**src/rtl/assert_macros.svh**
```systemverilog
// Assertion macros used by the top-level RTL file.
`ifndef ASSERT_MACROS_SVH
`define ASSERT_MACROS_SVH
`ifndef ASSERT_OFF
`define ASSERT_PROP(lbl, clk, rst, prop, msg) \
   lbl: assert property (@(posedge clk) disable iff (rst) prop) else $error(msg);
`define ASSERT_NEVER(lbl, clk, rst, expr, msg) \
   lbl: assert property (@(posedge clk) disable iff (rst) !(expr)) else $error(msg);
`else
`define ASSERT_PROP(lbl, clk, rst, prop, msg)
`define ASSERT_NEVER(lbl, clk, rst, expr, msg)
`endif
`endif

```
**src/rtl/rwat_pkg.sv**
```systemverilog
package rwat_pkg;

   localparam int WINDOW_DEF = 64;
   localparam int HEIGHT_DEF = 64;
   localparam int AXES       = 3;
   localparam int SAMPLE_W   = 16;
   localparam int COLUMN_W   = 6;
   localparam int ROW_W      = 7;

   typedef struct packed {
      logic [1:0]          axis_select;
      logic signed [15:0]  sample;
   } req_type;

   typedef struct packed {
      logic [5:0] column;
      logic [6:0] y_left;
      logic [6:0] y_right;
      logic       last_segment;
   } rsp_type;

   typedef struct packed {
      logic busy;
      logic done;
   } div_status_type;

   typedef enum logic [2:0] {
      ST_IDLE,
      ST_SCAN,
      ST_RANGE,
      ST_READ,
      ST_LOAD,
      ST_DIV_START,
      ST_DIV_WAIT,
      ST_EMIT
   } state_type;

endpackage

```
**src/rtl/rolling_window_autoscale_trace_top.sv**
```systemverilog
// Each run first scans the window for its minimum and maximum, then the bit-serial row divider
// computes the row of the first entry and then the row for each segment.
// Throughput: one sample per full run; req_ready is high only between runs, so no new sample is
// taken before the last segment is loaded. An axis 3 sample is accepted but produces no transfer.
// Reset (synchronous) clears the state, fill counts, write pointers and output valid flag;
// the sample memory is not cleared and needs no sweep.
`include "assert_macros.svh"

module rolling_window_autoscale_trace_top #(
   parameter int WINDOW = rwat_pkg::WINDOW_DEF,
   parameter int HEIGHT = rwat_pkg::HEIGHT_DEF
) (
   input  logic              clock,
   input  logic              reset,
   input  logic              req_valid,
   output logic              req_ready,
   input  rwat_pkg::req_type req_data,
   output logic              rsp_valid,
   input  logic              rsp_ready,
   output rwat_pkg::rsp_type rsp_data
);

   localparam int AXES  = rwat_pkg::AXES;
   localparam int DW    = rwat_pkg::SAMPLE_W;
   localparam int COL_W = rwat_pkg::COLUMN_W;
   localparam int ROW_W = rwat_pkg::ROW_W;
   localparam int KW    = $clog2(WINDOW);
   localparam int CW    = $clog2(WINDOW + 1);
   localparam int DEPTH = AXES * WINDOW;
   localparam int AW    = $clog2(DEPTH);
   localparam int QW    = $clog2(HEIGHT + 1);
   localparam int NW    = DW + QW;

   rwat_pkg::state_type state_ff, state_in;

   logic [1:0]           ax_ff, ax_in;
   logic [CW-1:0]        k_ff, k_in;
   logic [KW-1:0]        wptr_ff [AXES];
   logic [CW-1:0]        count_ff [AXES];
   logic [KW-1:0]        wptr_sel, wptr_in;
   logic [CW-1:0]        count_sel, count_in;
   logic [KW-1:0]        cur_wptr;
   logic [CW-1:0]        cur_count;

   logic [DW-1:0]        sample_mem [DEPTH];
   logic [DW-1:0]        rd_data_ff;
   logic                 rd_vld_ff, rd_vld_in;
   logic                 rd_ok_ff;
   logic                 rd_en, store_we;
   logic [AW-1:0]        rd_addr, wr_addr;
   logic [KW:0]          phys_sum;
   logic [KW-1:0]        phys;
   logic signed [DW-1:0] rd_val;

   logic signed [DW-1:0] hi_ff, hi_in, lo_ff, lo_in;
   logic                 any_ff, any_in;
   logic [DW-1:0]        range_ff, range_in;
   logic [DW-1:0]        diff;
   logic [NW-1:0]        num_ff, num_in;
   logic [QW-1:0]        y_prev_ff, y_prev_in;
   logic                 entry_ok, pair_ok;

   logic                     div_start;
   logic [QW-1:0]            div_q;
   rwat_pkg::div_status_type div_stat;

   logic                 rsp_valid_ff, rsp_load;
   rwat_pkg::rsp_type    rsp_ff, rsp_in;

   assign req_ready = (state_ff == rwat_pkg::ST_IDLE);

   assign wptr_sel  = wptr_ff[req_data.axis_select];
   assign count_sel = count_ff[req_data.axis_select];
   assign wptr_in   = (wptr_sel == KW'(WINDOW - 1)) ? '0 : wptr_sel + 1'b1;
   assign count_in  = (count_sel == CW'(WINDOW)) ? count_sel : count_sel + 1'b1;

   assign cur_wptr  = wptr_ff[ax_ff];
   assign cur_count = count_ff[ax_ff];

   assign entry_ok = ({1'b0, k_ff} + {1'b0, cur_count}) >= (CW + 1)'(WINDOW);
   assign pair_ok  = ({1'b0, k_ff} + {1'b0, cur_count}) > (CW + 1)'(WINDOW);

   assign phys_sum = {1'b0, cur_wptr} + {1'b0, k_ff[KW-1:0]};
   assign phys     = (phys_sum >= (KW + 1)'(WINDOW)) ?
                     KW'(phys_sum - (KW + 1)'(WINDOW)) : phys_sum[KW-1:0];
   assign rd_addr  = AW'(AW'(ax_ff) * AW'(WINDOW)) + AW'(phys);
   assign wr_addr  = AW'(AW'(req_data.axis_select) * AW'(WINDOW)) + AW'(wptr_sel);

   assign rd_val = $signed(rd_data_ff);
   assign diff   = $unsigned(hi_ff - rd_val);

   always_comb begin
      state_in  = state_ff;
      ax_in     = ax_ff;
      k_in      = k_ff;
      store_we  = 1'b0;
      rd_en     = 1'b0;
      rd_vld_in = 1'b0;
      hi_in     = hi_ff;
      lo_in     = lo_ff;
      any_in    = any_ff;
      range_in  = range_ff;
      num_in    = num_ff;
      y_prev_in = y_prev_ff;
      div_start = 1'b0;
      rsp_load  = 1'b0;
      unique case (state_ff)
         rwat_pkg::ST_IDLE: begin
            if (req_valid) begin
               if (32'(req_data.axis_select) < AXES) begin
                  ax_in    = req_data.axis_select;
                  store_we = 1'b1;
                  k_in     = '0;
                  any_in   = 1'b0;
                  state_in = rwat_pkg::ST_SCAN;
               end
            end
         end
         rwat_pkg::ST_SCAN: begin
            if (k_ff != CW'(WINDOW)) begin
               rd_en     = 1'b1;
               rd_vld_in = 1'b1;
               k_in      = k_ff + 1'b1;
            end
            if (rd_vld_ff && rd_ok_ff) begin
               if (!any_ff || rd_val > hi_ff) begin
                  hi_in = rd_val;
               end
               if (!any_ff || rd_val < lo_ff) begin
                  lo_in = rd_val;
               end
               any_in = 1'b1;
            end
            if (k_ff == CW'(WINDOW) && !rd_vld_ff) begin
               state_in = rwat_pkg::ST_RANGE;
            end
         end
         rwat_pkg::ST_RANGE: begin
            range_in = $unsigned(hi_ff - lo_ff);
            k_in     = '0;
            state_in = rwat_pkg::ST_READ;
         end
         rwat_pkg::ST_READ: begin
            rd_en    = 1'b1;
            state_in = rwat_pkg::ST_LOAD;
         end
         rwat_pkg::ST_LOAD: begin
            num_in   = NW'(NW'(HEIGHT) * NW'(diff));
            state_in = rwat_pkg::ST_DIV_START;
         end
         rwat_pkg::ST_DIV_START: begin
            div_start = 1'b1;
            state_in  = rwat_pkg::ST_DIV_WAIT;
         end
         rwat_pkg::ST_DIV_WAIT: begin
            if (div_stat.done) begin
               if (k_ff == '0) begin
                  y_prev_in = div_q;
                  k_in      = k_ff + 1'b1;
                  state_in  = rwat_pkg::ST_READ;
               end else begin
                  state_in  = rwat_pkg::ST_EMIT;
               end
            end
         end
         rwat_pkg::ST_EMIT: begin
            if (!rsp_valid_ff || rsp_ready) begin
               rsp_load  = 1'b1;
               y_prev_in = div_q;
               if (k_ff == CW'(WINDOW - 1)) begin
                  state_in = rwat_pkg::ST_IDLE;
               end else begin
                  k_in     = k_ff + 1'b1;
                  state_in = rwat_pkg::ST_READ;
               end
            end
         end
      endcase
   end

   always_comb begin
      rsp_in.column       = COL_W'(k_ff - 1'b1);
      rsp_in.last_segment = (k_ff == CW'(WINDOW - 1));
      if (pair_ok && range_ff != '0) begin
         rsp_in.y_left  = ROW_W'(y_prev_ff);
         rsp_in.y_right = ROW_W'(div_q);
      end else begin
         rsp_in.y_left  = ROW_W'(HEIGHT);
         rsp_in.y_right = ROW_W'(HEIGHT);
      end
   end

   always_ff @(posedge clock) begin
      if (reset) begin
         state_ff     <= rwat_pkg::ST_IDLE;
         ax_ff        <= '0;
         rd_vld_ff    <= 1'b0;
         rsp_valid_ff <= 1'b0;
         for (int a = 0; a < AXES; a++) begin
            wptr_ff[a]  <= '0;
            count_ff[a] <= '0;
         end
      end else begin
         state_ff  <= state_in;
         ax_ff     <= ax_in;
         rd_vld_ff <= rd_vld_in;
         if (rsp_load) begin
            rsp_valid_ff <= 1'b1;
         end else if (rsp_ready) begin
            rsp_valid_ff <= 1'b0;
         end
         if (store_we) begin
            wptr_ff[req_data.axis_select]  <= wptr_in;
            count_ff[req_data.axis_select] <= count_in;
         end
      end
   end

   always_ff @(posedge clock) begin
      k_ff      <= k_in;
      rd_ok_ff  <= entry_ok;
      hi_ff     <= hi_in;
      lo_ff     <= lo_in;
      any_ff    <= any_in;
      range_ff  <= range_in;
      num_ff    <= num_in;
      y_prev_ff <= y_prev_in;
      if (rsp_load) begin
         rsp_ff <= rsp_in;
      end
   end

   always_ff @(posedge clock) begin
      if (store_we) begin
         sample_mem[wr_addr] <= req_data.sample;
      end
      if (rd_en) begin
         rd_data_ff <= sample_mem[rd_addr];
      end
   end

   rwat_divider #(
      .NUM_W(NW),
      .DEN_W(DW),
      .QUO_W(QW)
   ) u_rwat_div (
      .clock       (clock),
      .reset       (reset),
      .start       (div_start),
      .numerator   (num_ff),
      .denominator (range_ff),
      .quotient    (div_q),
      .status      (div_stat)
   );

   assign rsp_valid = rsp_valid_ff;
   assign rsp_data  = rsp_ff;

   `ASSERT_PROP(a_range_has_sample, clock, reset, state_ff == rwat_pkg::ST_RANGE |-> any_ff, "scan found no valid entry")
   `ASSERT_PROP(a_last_column, clock, reset, rsp_valid_ff && rsp_ff.last_segment |-> rsp_ff.column == COL_W'(WINDOW - 2), "last segment at wrong column")
   `ASSERT_NEVER(a_div_restart, clock, reset, div_start && div_stat.busy, "divider started while busy")
   `ASSERT_NEVER(a_fill_bound, clock, reset, count_ff[ax_ff] > CW'(WINDOW), "fill count beyond window")

endmodule

```
**src/rtl/rwat_divider.sv**
```systemverilog
module rwat_divider #(
   parameter int NUM_W = 23,
   parameter int DEN_W = 16,
   parameter int QUO_W = 7
) (
   input  logic                     clock,
   input  logic                     reset,
   input  logic                     start,
   input  logic [NUM_W-1:0]         numerator,
   input  logic [DEN_W-1:0]         denominator,
   output logic [QUO_W-1:0]         quotient,
   output rwat_pkg::div_status_type status
);

   localparam int SW = (QUO_W > 1) ? $clog2(QUO_W) : 1;

   logic             busy_ff, busy_in;
   logic             done_ff, done_in;
   logic [NUM_W-1:0] rem_ff, rem_in;
   logic [DEN_W-1:0] den_ff, den_in;
   logic [QUO_W-1:0] q_ff, q_in;
   logic [SW-1:0]    step_ff, step_in;
   logic [NUM_W-1:0] trial;

   assign trial = NUM_W'(den_ff) << step_ff;

   always_comb begin
      busy_in = busy_ff;
      done_in = 1'b0;
      rem_in  = rem_ff;
      den_in  = den_ff;
      q_in    = q_ff;
      step_in = step_ff;
      priority if (start) begin
         busy_in = 1'b1;
         rem_in  = numerator;
         den_in  = denominator;
         step_in = SW'(QUO_W - 1);
      end else if (busy_ff) begin
         if (rem_ff >= trial) begin
            rem_in = rem_ff - trial;
            q_in   = {q_ff[QUO_W-2:0], 1'b1};
         end else begin
            q_in   = {q_ff[QUO_W-2:0], 1'b0};
         end
         if (step_ff == '0) begin
            busy_in = 1'b0;
            done_in = 1'b1;
         end else begin
            step_in = step_ff - 1'b1;
         end
      end else begin
         busy_in = 1'b0;
      end
   end

   always_ff @(posedge clock) begin
      if (reset) begin
         busy_ff <= 1'b0;
         done_ff <= 1'b0;
      end else begin
         busy_ff <= busy_in;
         done_ff <= done_in;
      end
   end

   always_ff @(posedge clock) begin
      rem_ff  <= rem_in;
      den_ff  <= den_in;
      q_ff    <= q_in;
      step_ff <= step_in;
   end

   assign quotient    = q_ff;
   assign status.busy = busy_ff;
   assign status.done = done_ff;

endmodule

```
**config.mk**
```make
export PLATFORM = sky130hd
export DESIGN_NAME = rolling_window_autoscale_trace_top
export DESIGN_NICKNAME = d
export VERILOG_FILES = /design/src/rtl/rwat_pkg.sv /design/src/rtl/rolling_window_autoscale_trace_top.sv /design/src/rtl/rwat_divider.sv
export VERILOG_INCLUDE_DIRS = /design/src /design/src/rtl
export SDC_FILE = /design/constraint.sdc
export NUM_CORES = 2
export LEC_CHECK = 0
export ABC_AREA = 1
export ABC_CLOCK_PERIOD_IN_PS = 10890
export BUFFER_PORTS_ARGS = -buffer_cell sky130_fd_sc_hd__buf_2
export CORE_UTILIZATION = 45
export CTS_CLUSTER_DIAMETER = 200
export DETAILED_ROUTE_END_ITERATION = 12
export PLACE_DENSITY_LB_ADDON = 0.05
export SETUP_SLACK_MARGIN = 0.05
export SKIP_CTS_REPAIR_TIMING = 1
export SLEW_MARGIN = 20
export SYNTH_ARGS = -nofsm -noshare
export SYNTH_HDL_FRONTEND = slang
export SYNTH_SLANG_ARGS = --single-unit
```
**constraint.sdc**
```tcl
create_clock -name clock -period 10.89 [get_ports clock]
set_input_delay 1.6335 -clock clock [delete_from_list [all_inputs] [get_ports clock]]
set_output_delay 1.6335 -clock clock [all_outputs]
set_load 0.02 [all_outputs]
```
# --- Yosys cells after proc, flatten, opt, wreduce, memory -nomap -nowiden ---
# Memories as Yosys holds them, arrays and structs flattened. A register that Yosys moved wholly into a read port is not among the register bits.
# Cells that the tools add are included.
totals:
  register_bits: 159
  latchBits: 0
  ram_bits: 3111
  rom_bits: 0
  input_bits: 22
  out_inout_bits: 23
  elab_cells: 166
  mem_count: 3
mem_list:
  columns: ["name", "words", "word_bits", "rd", "rd_clocked_by_memory_dff", "wr", "line_no", "rtl"]
  rows:
  - ["sample_mem", 192, 16, 1, 1, 1, "rolling_window_autoscale_trace_top.sv:45", "logic [DW-1:0] sample_mem [DEPTH];"]
  - ["count_ff", 3, 7, 2, 1, 3, "rolling_window_autoscale_trace_top.sv:39", "logic [CW-1:0] count_ff [AXES];"]
  - ["wptr_ff", 3, 6, 2, 1, 3, "rolling_window_autoscale_trace_top.sv:38", "logic [KW-1:0] wptr_ff [AXES];"]
classes:
  addsub: 13
  n_mul: 0
  div: 0
  order_cmp: 7
  eq_ne: 21
  shifts: 1
  muxes: 61
  bitwise: 4
  n_reduce_logical: 33
op_table:
  columns: ["cell", "count"]
  rows:
  - ["$mux 7", 12]
  - ["$mux 23", 2]
  - ["$pmux 7 s5", 1]
  - ["$sub 16x16->16", 2]
  - ["$mux 1", 25]
  - ["$pmux 3 s8", 1]
  - ["$ge 23x23->1", 1]
  - ["$shl 16x3->23", 1]
  - ["$sub 23x23->23", 1]
  - ["$mux 22", 1]
  - ["$mux 3", 6]
  - ["$mux 6", 3]
  - ["$add 8x6->8", 2]
  - ["$gt 16x16->1", 1]
  - ["$lt 16x16->1", 1]
  - ["$reduce_bool 16->1", 1]
  - ["$add 7x1->7 const B", 2]
  - ["$eq 7x7->1 const B", 2]
  - ["$mux 2", 7]
  - ["$ne 2x2->1 const B", 7]
  - ["$pmux 7 s2", 1]
  - ["$eq 3x3->1 const B", 4]
  - ["$sub 6x1->6 const B", 2]
  - ["$reduce_bool 2->1", 5]
  - ["31 further kinds", 49]

# --- Longest topological paths before layout ---
depth:
  ltp_word: 9
  ltp_mapped: 23
  ltp_nobuf: 18

# --- Hierarchy ---
# Synthesis repeated with hierarchy kept, for this count alone.
unflattened:
  hier_cells: 13014
  area_unflattened_um2: 141429.4
modules_own_cells:
  columns: ["mod", "instances", "cells_each", "area_each_um2", "seq_area_each_um2"]
  rows:
  - ["rolling_window_autoscale_trace_top", 1, 12397, 137270.4, 97493.5]
  - ["rwat_divider", 1, 617, 4159.0, 1481.4]

# --- Worst setup path after synthesis ---
# Ideal clock, no wire load.
synth_path:
  path_type: "input-to-reg"
  start: "in req_data[16] in the netlist's numbering"
  end: "mem sample_mem[156][0] in the netlist's numbering (enable)"
  setup_ns: 0.388
  t_arrival_ns: 3.802
  required_ns: 10.502
  slack_ns: 6.700
  stages: 13
  path_buffers: 3
  path_cell_list: "buf_6 inv_1 nor2_4 buf_4 nand2_1 nand2_1 nor3_1 ha_1 inv_1 nor2_1 nand2_1 buf_2 nor2_1"
synth_via:
  elab_chain_cells: 6
  word_cells_on_any_way: 8
  classes_between: "add/sub: 1; order compare: 1; mux: 5; memory: 1"
synth_lines:
  columns: ["item", "line_no", "rtl"]
  rows:
  - ["start: declaration", "rolling_window_autoscale_trace_top.sv:17", "input rwat_pkg::req_type req_data,"]
  - ["branches (longest 6 deep; another with $add 8x6->8)", null, null]
  - ["end: declaration", "rolling_window_autoscale_trace_top.sv:45", null]
# Several ways; the timed one is not identified.

==> results.txt <==
The flow ran to the end, and the final reports show no timing, DRC or antenna violations. The portion of synthesized area spent on multiplexers is 0.0213%. The via count of the first global-routing pass came out at 90,900. The number of nets with antenna violations after detailed routing is 0. The area of the multi-input gates came out at 35,000 µm².

From left edge to right edge, the die measures 562 µm. The largest total area in the synthesized netlist belongs to edfxtp_1. The worst hold path stage count is 0. The path with the worst hold slack has its endpoint at u_rwat_div.den_ff[5]. The total of endpoints with negative setup slack in the final report came out at 0. The first global-routing pass estimated 638,000 µm of wire. The total I/O pin count is 45. The final wirelength is 442,000 µm. The critical path data arrival time is 7.64 ns.

The global-route track usage on met2 came out at 43.7%. The basic-gate share of the synthesized area counting and, or, nand and nor cells came out at 18.1%. After synthesis the cells add up to 141,000 µm². At the end of routability-driven placement, the weighted congestion stood at 0.847. The floorplan step defined a core boundary enclosing 312,000 µm². The required time of the critical path came out at 11.64 ns. The sequential cells in the finished layout cover a total of 99,000 µm².

The fraction of post-synthesis cell area in the top cell type by area is 70.0%. In this run the worst hold path is classified as register to register. After synthesis, the cell types taking the most area are edfxtp_1, nand2_1, nand3_1, nor2_1, o21ai_0. The fraction of layout cells with a size suffix above 1 came out at 7.86%. Across the run, the number of max-cap violations was 0. The final worst clock skew is 0.0594 ns.

For this run, the leading register cell type out of synthesis is edfxtp_1. The fraction of registers with async set or reset after synthesis is 0%. The largest net degree at the start of global routing is 185.

The number of enable flip-flop cells after synthesis is 3,286. The CTS tree is built. The layer with the highest usage after global routing is met2.

Summed over all nets, the half-perimeter wirelength after detailed placement is 245,000 µm. The synthesis-to-finish area growth came out at 11.6%. In this run the tightest slew margin relative to its limit is 16.5%. The total grt overflow came out at 0. The per-cell via count in the routed design came out at 5.53. The die is 562 µm tall. The classification of the worst setup path is register to register. The flip-flop and latch count after synthesis is 3,301. The root buffer cell chosen for the clock tree is clkbuf_16.

In this run the core area contains 205 standard-cell rows. The number of CTS-inserted buffers came out at 361. The number of antenna violations at the first check in global routing was 21. After synthesis, the netlist uses 51 different library cells. The number of cell instances on the worst register-to-register path is 15. The number of sinks handled by clock tree synthesis is 3,301. Counting instances in the post-synthesis netlist gives the leading cell types as nand2_1, edfxtp_1, nor2_1, nand3_1, inv_1. The final number of max-transition violations came out at 0. STA classifies the critical path endpoint as a register. The fill cell instance count of the final layout came out at 27,600. The mean post-synth cell area is 11.0 µm². The parity-gate share of the synthesized area counting xor and xnor cells came out at 0.333%. For this run, the number of Yosys warnings is 0. The maximum clock frequency came out at 145 MHz. The share of the synthesized area in compound gates (AO/OA/AOI/OAI) came out at 5.21%. In the final design database the tool counted 13,000 nets. The initial core utilization came out at 45.2%.

The number of DRC markers after the initial detailed-route iteration came out at 10,600. The source of the worst hold timing path is range_ff[5]. The clock tree buffer depth is 4. The cell count after synthesis came out at 12,900.

The share of synthesized cell area in full adder, half adder and majority cells is 0.897%. The die covers 315,000 µm². The clock-pin transition on the worst setup and hold timing paths is 0.06 ns. At the pin with the least slew margin, the transition time is 1.25 ns. The fraction of met3 tracks used by global routing is 3.45%. Among all cell types in the netlist, the one instantiated most often is nand2_1. By area, the combinational part of the netlist is dominated by simple AND/OR/NAND/NOR gates. Setup repair after global routing left no endpoint under its margin. For this run, design rule violations remaining after detail routing come to 0. The worst setup path is launched from a register. For the final routed database, the setup TNS stands at 0 ns.

The total count of hold-check failures in the final report came out at 0. The aggregate global-route resource usage came out at 27.5%. The time the worst path needs with I/O delays and setup came out at 6.89 ns. The maximum fanout count along the critical path is 184. The global-route track usage on met1 came out at 39.8%. The first-pass iteration count of the detailed router came out at 6. The period utilization is 63.3%. The level count of the clock H-tree is 5. The number of buffer cells added on primary ports is 44. The minimum setup slack among reg-to-reg paths came out at 4.00 ns. The routed length per instance came out at 25.6 µm. The part of the Yosys area used for sequential elements came out at 70.2%. The capture point of the worst reg-to-reg path is rd_data_ff[10]. The final route contains 95,600 vias. The insertion delay of the later-clocked pin in the worst-skew pair is 0.96 ns.
[per-stage QoR]
step / cells / utilization, % / setup slack [ns] / area (µm²) / hold slack [ns]
floorplan: 12900 / - / 6.70 / 141000 / 0.418
global placement: 16600 / 46.9 / 4.33 / 146000 / 0.433
detailed placement: 16600 / 46.9 / 4.31 / 146000 / 0.435
CTS: 17300 / 50.5 / 4.25 / 157000 / 0.448
global route: 17300 / 50.5 / 3.80 / 157000 / 0.454
finish: 17300 / 50.5 / 4.00 / 157000 / 0.447
[worst max path at each step]
stage / from / end / slack [ns]
floorplan: req_data[16] / sample_mem[156][0] / 6.70
global placement: register / rd_data_ff[10] / 4.33
detailed placement: register / rd_data_ff[10] / 4.31
CTS: register / rd_data_ff[10] / 4.25
global route: register / rd_data_ff[10] / 3.80
finish: register / rd_data_ff[10] / 4.00
[worst max-delay path: stages, from the launching register on]
cell     delay, ns
dfxtp_1       0.90
inv_2         0.40
o21ai_0       0.26
o22ai_1       0.13
ha_4          0.57
buf_12        0.65
buf_12        0.62
buf_4         0.79
o21ai_0       0.37
o22ai_1       0.26
nand2_1       0.08
nand3_1       0.12
nand3_1       0.09
nand3_1       0.19
nand3_1       0.50
nand2_1       0.29
[layer usage]
metal / routed length (µm) / vias to the layer above
li1: - / 43800
met1: 194000 / 47600
met2: 204000 / 3628
met3: 30600 / 613
met4: 13200 / 8
met5: 61 / -
[sequential cells by signal (all words and copies together) (netlist names), 2 cells and up, named ones only]
| signal | count |
|---|---|
| ax_ff | 2 |
| rsp_data | 21 |
| sample_mem | 3072 |
| num_ff | 16 |
| lo_ff | 16 |
| u_rwat_div.rem_ff | 23 |
| k_ff | 7 |
| count_ff | 28 |
| u_rwat_div.quotient | 7 |
| state_ff | 3 |
| y_prev_ff | 7 |
| u_rwat_div.den_ff | 16 |
| wptr_ff | 24 |
| u_rwat_div.step_ff | 3 |
| hi_ff | 16 |
| rd_data_ff | 16 |
| range_ff | 16 |
[area by class of cell]
type,count,share of cell area (%)
multi-input cells,7783,22.2
repair buffers,349,1.91
clock inverters,207,1.14
flip-flops and latches,3301,62.9
inverters,1064,2.55
clock buffers,435,5.95
diodes,8,0.0127
well taps,4140,3.29
[cell usage in the layout, fill, tap and decap left out, types with 90 or more instances in the layout]
master / count
nand2_1: 3413
edfxtp_1: 3286
nand3_1: 1316
nor2_1: 1303
inv_1: 1053
o21ai_0: 871
clkbuf_16: 363
buf_4: 278
o22ai_1: 268
or2_2: 97
ha_1: 92
a21oi_1: 90
[logic make-up (layout without fill, tap and decap cells)]
family / count (synthesis) / in the layout
AOI/OAI and AO/OA: 1363 / 1363
other: 1 / 21
and+or+nand+nor: 6255 / 6255
buffers and inverters: 1797 / 2055
muxes: 3 / 3
adders and majority gates: 98 / 98
xor gates and xnor gates: 51 / 51
DFF: 3301 / 3301
Power is not shown: default switching activity piles up to over one toggle a cycle in this logic, so the estimate is an artifact.
